**config.mk**
```make
export PLATFORM = sky130hd
export DESIGN_NAME = mmc3_multicart_bank_mapper
export DESIGN_NICKNAME = d
export VERILOG_FILES = /design/src/design/mmc3mc_pkg.sv /design/src/design/mmc3mc_regs.sv /design/src/design/mmc3mc_xlate.sv /design/src/design/mmc3_multicart_bank_mapper.sv
export SDC_FILE = /design/constraint.sdc
export NUM_CORES = 1
export LEC_CHECK = 0
export BUFFER_PORTS_ARGS = -buffer_cell sky130_fd_sc_hd__buf_2
export CAP_MARGIN = 5
export CELL_PAD_IN_SITES_DETAIL_PLACEMENT = 2
export CELL_PAD_IN_SITES_GLOBAL_PLACEMENT = 2
export CORE_AREA = 3 3 174 108
export CTS_CLUSTER_SIZE = 12
export DETAILED_ROUTE_END_ITERATION = 8
export DIE_AREA = 0 0 177 111
export GPL_TIMING_DRIVEN = 0
export PLACE_DENSITY = 0.65
export REMOVE_ABC_BUFFERS = 1
export SYNTH_ARGS = -nofsm -noshare
export SYNTH_HDL_FRONTEND = slang
export SYNTH_SLANG_ARGS = --single-unit
```
**constraint.sdc**
```tcl
create_clock -name clk -period 4.4 [get_ports clk]
set_clock_uncertainty 0.1 [all_clocks]
set_input_delay 0.88 -clock clk [delete_from_list [all_inputs] [get_ports clk]]
set_output_delay 0.88 -clock clk [all_outputs]
set_load 0.05 [all_outputs]
```
**src/design/mmc3mc_pkg.sv**
```systemverilog
// Shared types and constants for the two-game MMC3-style bank mapper.
package mmc3mc_pkg;

  typedef enum logic [1:0] {
    MODE_CPU_WRITE = 2'd0,
    MODE_A12_EDGE  = 2'd1,
    MODE_PRG_XLATE = 2'd2,
    MODE_CHR_XLATE = 2'd3
  } mode_t;

  typedef enum logic [1:0] {
    CFG_PRG_BANK_MASK = 2'd0,
    CFG_ALT_IRQ_MODE  = 2'd1,
    CFG_FOUR_SCREEN   = 2'd2
  } cfg_index_t;

  localparam logic [15:0] REG_DECODE_MASK  = 16'hE001;
  localparam logic [15:0] REG_BANK_SELECT  = 16'h8000;
  localparam logic [15:0] REG_BANK_DATA    = 16'h8001;
  localparam logic [15:0] REG_MIRRORING    = 16'hA000;
  localparam logic [15:0] REG_RAM_PROTECT  = 16'hA001;
  localparam logic [15:0] REG_IRQ_LATCH    = 16'hC000;
  localparam logic [15:0] REG_IRQ_RELOAD   = 16'hC001;
  localparam logic [15:0] REG_IRQ_DISABLE  = 16'hE000;
  localparam logic [15:0] REG_IRQ_ENABLE   = 16'hE001;

  localparam logic [2:0] CHR_REG_COUNT     = 3'd6;
  localparam logic [7:0] PRG_MASK_RESET    = 8'd31;
  localparam logic [7:0] IRQ_LATCH_RESET   = 8'hFF;
  localparam logic [3:0] PRG_BANK_LOW_MASK = 4'hF;

  // Bank registers that address translation reads.
  typedef struct packed {
    logic [2:0]      bank_select;
    logic            chr_swap;
    logic            prg_swap;
    logic            outer_block;
    logic [5:0][7:0] chr_regs;
    logic [1:0][7:0] prg_regs;
    logic [7:0]      prg_mask;
  } map_state_t;

  // Board status reported with every result.
  typedef struct packed {
    logic mirroring;
    logic ram_enable;
    logic ram_write_ok;
    logic irq_asserted;
  } map_status_t;

endpackage

```
**src/design/mmc3mc_regs.sv**
```systemverilog
// Mapper register file, configuration registers and scanline IRQ counter.
module mmc3mc_regs (
  input  logic                     clk,
  input  logic                     rst,
  input  logic                     cfg_write,
  input  logic [1:0]               cfg_index,
  input  logic [7:0]               cfg_data,
  input  logic                     step,
  input  mmc3mc_pkg::mode_t        mode,
  input  logic [15:0]              address,
  input  logic [7:0]               data,
  output mmc3mc_pkg::map_state_t   state,
  output mmc3mc_pkg::map_status_t  status_next
);
  import mmc3mc_pkg::*;

  map_state_t  state_next;
  map_status_t status;
  logic        alt_irq_mode;
  logic        four_screen;
  logic [7:0]  irq_count;
  logic [7:0]  irq_count_next;
  logic [7:0]  irq_latch;
  logic [7:0]  irq_latch_next;
  logic        irq_enable;
  logic        irq_enable_next;
  logic        irq_pending;
  logic        irq_pending_next;
  logic        reload;
  logic [7:0]  count_stepped;

  assign reload        = (irq_count == 8'd0) || irq_pending;
  assign count_stepped = reload ? irq_latch : irq_count - 8'd1;

  always_comb begin
    state_next       = state;
    status_next      = status;
    irq_count_next   = irq_count;
    irq_latch_next   = irq_latch;
    irq_enable_next  = irq_enable;
    irq_pending_next = irq_pending;
    if (cfg_write && cfg_index == CFG_PRG_BANK_MASK) begin
      state_next.prg_mask = cfg_data;
    end
    if (step) begin
      unique case (mode)
        MODE_CPU_WRITE: begin
          if (address[15:13] == 3'b011) begin
            if (status.ram_enable && status.ram_write_ok) begin
              state_next.outer_block = data[0];
            end
          end else if (address[15]) begin
            unique case (address & REG_DECODE_MASK)
              REG_BANK_SELECT: begin
                state_next.bank_select = data[2:0];
                state_next.chr_swap    = data[7];
                state_next.prg_swap    = data[6];
              end
              REG_BANK_DATA: begin
                if (state.bank_select < CHR_REG_COUNT) begin
                  state_next.chr_regs[state.bank_select] = data;
                end else begin
                  state_next.prg_regs[state.bank_select[0]] = data & state.prg_mask;
                end
              end
              REG_MIRRORING: begin
                if (!four_screen) begin
                  status_next.mirroring = data[0];
                end
              end
              REG_RAM_PROTECT: begin
                status_next.ram_enable   = data[7];
                status_next.ram_write_ok = ~data[6];
              end
              REG_IRQ_LATCH: begin
                irq_latch_next = data;
              end
              REG_IRQ_RELOAD: begin
                irq_count_next = 8'd0;
                if (alt_irq_mode) begin
                  irq_pending_next = 1'b1;
                end
              end
              REG_IRQ_DISABLE: begin
                irq_enable_next          = 1'b0;
                status_next.irq_asserted = 1'b0;
              end
              default: begin
                irq_enable_next = 1'b1;
              end
            endcase
          end
        end
        MODE_A12_EDGE: begin
          irq_count_next   = count_stepped;
          irq_pending_next = 1'b0;
          // Alternate mode: a reload to zero fires only from a live count or a clear.
          if ((!alt_irq_mode || irq_count != 8'd0 || irq_pending) &&
              count_stepped == 8'd0 && irq_enable) begin
            status_next.irq_asserted = 1'b1;
          end
        end
        default: begin
        end
      endcase
    end
  end

  always_ff @(posedge clk) begin
    if (rst) begin
      state.bank_select <= '0;
      state.chr_swap    <= 1'b0;
      state.prg_swap    <= 1'b0;
      state.outer_block <= 1'b0;
      state.chr_regs    <= '0;
      state.prg_regs[0] <= 8'd0;
      state.prg_regs[1] <= 8'd1;
      state.prg_mask    <= PRG_MASK_RESET;
      status            <= '0;
      alt_irq_mode      <= 1'b0;
      four_screen       <= 1'b0;
      irq_count         <= 8'd0;
      irq_latch         <= IRQ_LATCH_RESET;
      irq_enable        <= 1'b0;
      irq_pending       <= 1'b0;
    end else begin
      state       <= state_next;
      status      <= status_next;
      irq_count   <= irq_count_next;
      irq_latch   <= irq_latch_next;
      irq_enable  <= irq_enable_next;
      irq_pending <= irq_pending_next;
      if (cfg_write && cfg_index == CFG_ALT_IRQ_MODE) begin
        alt_irq_mode <= cfg_data[0];
      end
      if (cfg_write && cfg_index == CFG_FOUR_SCREEN) begin
        four_screen <= cfg_data[0];
      end
    end
  end

endmodule

```
**src/design/mmc3mc_xlate.sv**
```systemverilog
// PRG and CHR address translation from the current bank registers.
module mmc3mc_xlate (
  input  mmc3mc_pkg::mode_t       mode,
  input  logic [15:0]             address,
  input  mmc3mc_pkg::map_state_t  state,
  output logic [7:0]              bank
);
  import mmc3mc_pkg::*;

  logic [1:0] prg_slot;
  logic [7:0] prg_reg;
  logic [7:0] prg_bank;
  logic [2:0] chr_slot;
  logic [2:0] chr_index;
  logic [7:0] chr_reg;
  logic [7:0] chr_bank;

  always_comb begin
    prg_slot = address[14:13];
    case (prg_slot)
      2'd1:    prg_reg = state.prg_regs[1];
      2'd3:    prg_reg = state.prg_mask;
      default: begin
        if ((prg_slot == 2'd0) != state.prg_swap) begin
          prg_reg = state.prg_regs[0];
        end else begin
          prg_reg = state.prg_mask - 8'd1;
        end
      end
    endcase
    prg_bank = address[15] ? {3'b000, state.outer_block, prg_reg[3:0] & PRG_BANK_LOW_MASK}
                           : 8'd0;
  end

  always_comb begin
    chr_slot  = address[12:10] ^ {state.chr_swap, 2'b00};
    chr_index = chr_slot[2] ? {1'b0, chr_slot[1:0]} + 3'd2 : {2'b00, chr_slot[1]};
    chr_reg   = state.chr_regs[chr_index];
    // Low half uses 2K pairs: the bottom bit comes from the slot.
    if (chr_slot[2]) begin
      chr_bank = {state.outer_block, chr_reg[6:0]};
    end else begin
      chr_bank = {state.outer_block, chr_reg[6:1], chr_slot[0]};
    end
  end

  always_comb begin
    unique case (mode)
      MODE_PRG_XLATE: bank = prg_bank;
      MODE_CHR_XLATE: bank = chr_bank;
      default:        bank = 8'd0;
    endcase
  end

endmodule

```
**src/design/mmc3_multicart_bank_mapper.sv**
```systemverilog
// Throughput 1 beat a cycle while the result channel is not stalled.
// Each beat is registered in the input stage, worked through the register file and translator,
// and its result lands in the output register as the mapper state updates.
// Synchronous active-high reset clears both valid flags, resets the bank registers and the
// IRQ counter, and returns the configuration registers to their defaults.
module mmc3_multicart_bank_mapper (
  input  logic        clk,
  input  logic        rst,
  // Configuration write port
  input  logic        cfg_write,
  input  logic [1:0]  cfg_index,
  input  logic [7:0]  cfg_data,
  // Bus event channel
  input  logic        item_valid,
  output logic        item_stall,
  input  logic [1:0]  mode,
  input  logic [15:0] address,
  input  logic [7:0]  data,
  // Result channel
  output logic        result_valid,
  input  logic        result_stall,
  output logic [7:0]  bank,
  output logic        mirror_horizontal,
  output logic        ram_enabled,
  output logic        ram_writable,
  output logic        irq_line
);
  import mmc3mc_pkg::*;

  // Input register stage
  logic        hold_valid;
  mode_t       hold_mode;
  logic [15:0] hold_address;
  logic [7:0]  hold_data;

  logic        advance;
  logic        take_item;
  map_state_t  state;
  map_status_t status_next;
  logic [7:0]  bank_next;

  // Advance the held beat whenever the result register is empty or draining.
  assign advance    = hold_valid && (!result_valid || !result_stall);
  assign item_stall = hold_valid && !advance;
  assign take_item  = item_valid && !item_stall;

  always_ff @(posedge clk) begin
    if (rst) begin
      hold_valid <= 1'b0;
    end else if (take_item) begin
      hold_valid <= 1'b1;
    end else if (advance) begin
      hold_valid <= 1'b0;
    end
  end

  always_ff @(posedge clk) begin
    if (take_item) begin
      hold_mode    <= mode_t'(mode);
      hold_address <= address;
      hold_data    <= data;
    end
  end

  // State updates on the same edge that the result is captured, so the next
  // held beat always sees every earlier write and A12 edge.
  mmc3mc_regs u_regs (
    .clk         (clk),
    .rst         (rst),
    .cfg_write   (cfg_write),
    .cfg_index   (cfg_index),
    .cfg_data    (cfg_data),
    .step        (advance),
    .mode        (hold_mode),
    .address     (hold_address),
    .data        (hold_data),
    .state       (state),
    .status_next (status_next)
  );

  // Translation reads the current registers; translating beats change none.
  mmc3mc_xlate u_xlate (
    .mode    (hold_mode),
    .address (hold_address),
    .state   (state),
    .bank    (bank_next)
  );

  // Result register: hold while stalled, drop valid once taken.
  always_ff @(posedge clk) begin
    if (rst) begin
      result_valid <= 1'b0;
    end else if (advance) begin
      result_valid <= 1'b1;
    end else if (!result_stall) begin
      result_valid <= 1'b0;
    end
  end

  always_ff @(posedge clk) begin
    if (advance) begin
      bank              <= bank_next;
      mirror_horizontal <= status_next.mirroring;
      ram_enabled       <= status_next.ram_enable;
      ram_writable      <= status_next.ram_write_ok;
      irq_line          <= status_next.irq_asserted;
    end
  end

endmodule

```
# Yosys cells after proc, flatten, opt, wreduce, memory -nomap -nowiden
# Cells that the tools add are included.
dict set report word_totals {
  ff_bits 142
  input_bits 41
  word_cells 145
  output_inout_bits 14
}
dict set report classes {
  n_bitwise 6
  n_lt_le_gt_ge 6
  n_mux 39
  n_addsub 3
  n_reduce_logical 37
  eq_ne 21
}
# op n
set ops {}
lappend ops {{$bwmux 48} 1}
lappend ops {{$mux 8} 6}
lappend ops {{$pmux 8 s2} 2}
lappend ops {{$eq 4x4->1 const B} 7}
lappend ops {{$bmux 8 s3} 1}
lappend ops {{$demux 8 s3} 1}
lappend ops {{$reduce_and 5->1} 4}
lappend ops {{$reduce_and 6->1} 3}
lappend ops {{$bwmux 16} 1}
lappend ops {{$logic_not 8->1} 2}
lappend ops {{$mux 4} 4}
lappend ops {{$mux 1} 13}
lappend ops {{$logic_and 1x1->1} 11}
lappend ops {{$and 8x8->8} 1}
lappend ops {{$demux 8 s1} 1}
lappend ops {{$eq 2x2->1 const B} 4}
lappend ops {{$lt 3x4->1 const B} 2}
lappend ops {{$pmux 4 s2} 1}
lappend ops {{$reduce_bool 8->1} 1}
lappend ops {{$sub 8x1->8 const B} 1}
lappend ops {{$mux 7} 1}
lappend ops {{$eq 2x1->1 const B} 3}
lappend ops {{$logic_not 2->1} 3}
lappend ops {{$mux 3} 2}
lappend ops {{other kinds (20)} 36}

# Logic depth before layout (Yosys ltp)
dict set report logic_depth {
  ltp_word 9
  mapped_depth 8
  mapped_depth_nobuf 7
}

# Hierarchy
# From an unflattened synthesis, not the netlist that was laid out.
dict set report unflattened {
  hier_cells 607
  area_unflattened_um2 6293.5
}
# mod area_per_inst_um2 cells_per_inst seq_area_each_um2 instances
set by_module_without_submodules {}
lappend by_module_without_submodules {mmc3mc_regs 4401.7 477 2042.0 1}
lappend by_module_without_submodules {mmc3_multicart_bank_mapper 1227.4 48 1181.1 1}
lappend by_module_without_submodules {mmc3mc_xlate 664.4 82 0.0 1}

# Least setup slack after synthesis
# OpenSTA, ideal clock, no wires.
dict set report synth_path {
  kind {input-to-reg}
  start {input result_stall}
  end {register hold_address[0] (enable)}
  path_buffers 0
  t_arrival_ps 2114
  setup_ps 392
  cell_stages 2
  setup_slack_ps 1793
  path_cell_list {and3_1 nor2b_1}
}
dict set report synth_via {
  elab_chain_cells 7
}
# item line_no
set synth_lines {}
lappend synth_lines {{from (decl)} mmc3_multicart_bank_mapper.sv:21} ;# input logic result_stall,
lappend synth_lines {{$logic_not 1->1} n/a}
lappend synth_lines {{$logic_or 1x1->1} mmc3_multicart_bank_mapper.sv:43} ;# assign advance = hold_valid && (!result_valid || !result_stall);
lappend synth_lines {{$logic_and 1x1->1} mmc3_multicart_bank_mapper.sv:43}
lappend synth_lines {{$logic_not 1->1} mmc3_multicart_bank_mapper.sv:44} ;# assign item_stall = hold_valid && !advance;
lappend synth_lines {{$logic_and 1x1->1} mmc3_multicart_bank_mapper.sv:44}
lappend synth_lines {{$logic_not 1->1} mmc3_multicart_bank_mapper.sv:45} ;# assign take_item = item_valid && !item_stall;
lappend synth_lines {{$logic_and 1x1->1} mmc3_multicart_bank_mapper.sv:45}
lappend synth_lines {{net take_item} mmc3_multicart_bank_mapper.sv:37} ;# logic take_item;
lappend synth_lines {{to (signal assigned)} mmc3_multicart_bank_mapper.sv:60} ;# hold_address <= address;
lappend synth_lines {{to (decl)} mmc3_multicart_bank_mapper.sv:33} ;# logic [15:0] hold_address;
# The timed path passes the listed nets, and every way through them passes these cells.
# A chain may end at the register's enable or synchronous reset.

# Worst setup path in the final report
dict set report layout_path {
  start {input result_stall}
  end {register, netlist name u_regs.state[57]}
}
dict set report layout_via {
  elab_chain_cells 4
}
# item line_no
set layout_lines {}
lappend layout_lines {{$logic_not 1->1} n/a}
lappend layout_lines {{$logic_or 1x1->1} mmc3_multicart_bank_mapper.sv:43}
lappend layout_lines {{$logic_and 1x1->1} mmc3_multicart_bank_mapper.sv:43}
lappend layout_lines {{net advance} mmc3_multicart_bank_mapper.sv:36} ;# logic advance;
lappend layout_lines {{$reduce_and 6->1 (no line)} n/a}
# The timed path passes the listed nets, and every way through them passes these cells.

==> flow_summary.ini <==
[final_layout]
stdcell_area_sq_mm = 0.00617
diodes = 0
nNetsFinal = 588
fillCellCount = 1869
drive_gt1_share_pct = 17.6
syn_to_final_growth_pct = 19.9

[setup_path]
cp_data_required_time_ns = 4.56
critPathSlowestCell = nor4b_2
cp_max_fo = 19
max_stage_delay_ns = 0.84
worstPathBufferInverterCount = 2
end_kind = flop
cp.depth = 7
crit_chain = buf_2 > a21boi_4 > nand4_4 > nor4b_2 > buf_4 > mux2i_1 > nor2_1
crit_path_start_kind = input port
arrival_ns = 3.48
worstSetupPathType = input port to flop
cpLargestDelayFamily = simple AND/OR/NAND/NOR gates
rrSetupSlack_ns = 1.28
reg2reg_depth = 6

[synth]
ys_ff_latch = 113
ys_async_sr_fraction_pct = 0
synth_common_cells = nor2_1 (95), dfxtp_1 (84), mux2i_1 (63)
avgSynthCellArea_sq_um = 10.0
synth_edf_count = 29
synth_top_area_share_pct = 32.7
synth_most_common_cell = nor2_1
yosysWarnings = 0
netlist_area_sq_mm = 0.00515
ys.flop_type = dfxtp_1
synth_area_leaders = dfxtp_1 (33%), edfxtp_1 (17%), mux2i_1 (12%)
synth_cell_types = 62
ys_seq_area_share_pct = 49.6
yosysTopAreaCell = dfxtp_1
netlist_instances = 514

[clock_tree]
htree_levels = 4
clock_latency_ns = 0.42
cts_made_buffers = 17
cts_resized = 0
cts.clk_slew.worst_paths_ns = 0.05
clock_sinks = 113
cts_tree = built
cts_root_buffer = clkbuf_16
cts_hold_buf = 0
cts.path.max_buffers = 2
post_cts_buffers = 0

[placement]
dpl.hpwl_mm = 10.6
place_congestion = 0.727
port_buffers = 41
dpl-instance-area_sq_mm = 0.00557

[detailed_routing]
antenna_left = 0
wl_mm = 15.5
post-route-drc-count = 0
routed_via_density = 5.02
routed-via-count = 3973
dr.pass1.iters = 5
routedWlPerCell_microns = 19.5
drt_iter0_drc = 222

[sta]
min_period_over_period_pct = 75.5
slew_violations = 0
rsz0062_at_grt = no
setup_viol = 0
slew_headroom_pct = 34.3
worst_pin_slew_ns = 0.986
fmax_ghz = 0.301
fin_tns_setup_ns = 0
final_period_minus_worst_setup_slack_ns = 3.32
hold_violations = 0

[die]
initial_core_util_pct = 30.0
die_area_sq_mm = 0.0196
fp-row-count = 37
io_pins = 55
die_h_microns = 111
design.core.area_sq_mm = 0.0172
dieWidth_microns = 177

[power]
power.density_mw_per_mm2 = 444
p_leak_nw = 2.46
ir_drop_uv = 268

[global_route]
antenna_found_initial = 0
grt_pass1_wl_mm = 24.7
grt_pass1_vias = 4304
grt_max_degree = 86
grt_usage_pct = 16.5
gr-total-overflow = 0

[flow_run]
max_cap_violations = 0

[run_status]
status = finished, final reports clean

[worst_hold_path]
hold_path_class = flop to flop
min_path_cells = 1
[power by group]
part	switching [mW]	total, mW	leakage [nW]	internal [mW]
combinational	0.110	0.173	1.21	0.0629
sequential	0.0414	1.13	0.956	1.09
clock	0.495	1.44	0.291	0.943
[layout by cell type, fill, tap and decap left out, types with 13 or more instances in the layout]
cell       netlist  layout
nand2_1         22      22
clkbuf_16        0      17
a21oi_1         27      27
edfxtp_1        29      29
mux2i_1         63      63
inv_1           17      17
dfxtp_1         84      84
nor2_1          95      95
buf_2            7      40
a211o_1         13      13
[path summary, 6_finish.rpt]
kind                     from               end
max reg2reg        hold_valid  u_regs.state[57]
min          u_regs.state[16]  u_regs.state[16]
max              result_stall  u_regs.state[57]
min reg2reg  u_regs.state[16]  u_regs.state[16]
[layer usage]
layer	track usage (%)	part of all wire, %	routed length (microns)	up-vias
met4	5.65	0.75	116	0
met2	24.2	44	6820	55
met3	3.29	3.7	566	10
met1	24.1	51	7960	2005
li1	-	-	-	1903
met5	0	0	0	-
[area by class of cell]
cell class	instances	area (sq um)	share of cell area, %
Clock buffer	21	440	7.14
Clock inverter	11	164	2.66
Inverter	17	63.8	1.03
Multi-Input combinational cell	350	2400	39.0
Sequential cell	113	2550	41.4
Tap cell	234	293	4.74
Timing Repair Buffer	45	253	4.10
[state kept, by name, summed over array words and instances (netlist names), 2 cells and up]
name,cells
hold_data,8
u_regs.irq_latch,8
hold_mode,2
bank,8
hold_address,7
u_regs.state,58
u_regs.irq_count,8
u_regs.status,4
[logic make-up (layout without fill, tap and decap cells)]
| family | Yosys count | after routing | share of synthesized area [%] |
|---|---|---|---|
| buffers and inverters | 51 | 94 | 4.11 |
| flip-flops | 113 | 113 | 49.6 |
| multiplexers | 72 | 72 | 14.4 |
| AO/OA/AOI/OAI | 84 | 84 | 11.1 |
| AND/OR/NAND/NOR | 185 | 185 | 19.0 |
| XOR/XNOR | 6 | 6 | 1.02 |
| adder cells (fa/ha/maj) | 3 | 3 | 0.729 |
[stage by stage]
step / hold slack [ns] / utilization [%] / instances / power [mW] / setup slack (ns)
finish: 0.360 / 35.9 / 791 / 2.74 / 1.08
global route: 0.393 / 35.9 / 791 / 2.85 / 0.910
CTS: 0.362 / 35.9 / 791 / 2.78 / 1.05
detailed placement: 0.350 / 32.4 / 759 / 1.33 / 0.668
global placement: 0.340 / 32.0 / 755 / 1.32 / -0.284
floorplan: 0.326 / - / 480 / 1.24 / 1.17
No activity file was read; power rests on OpenSTA's default activity.
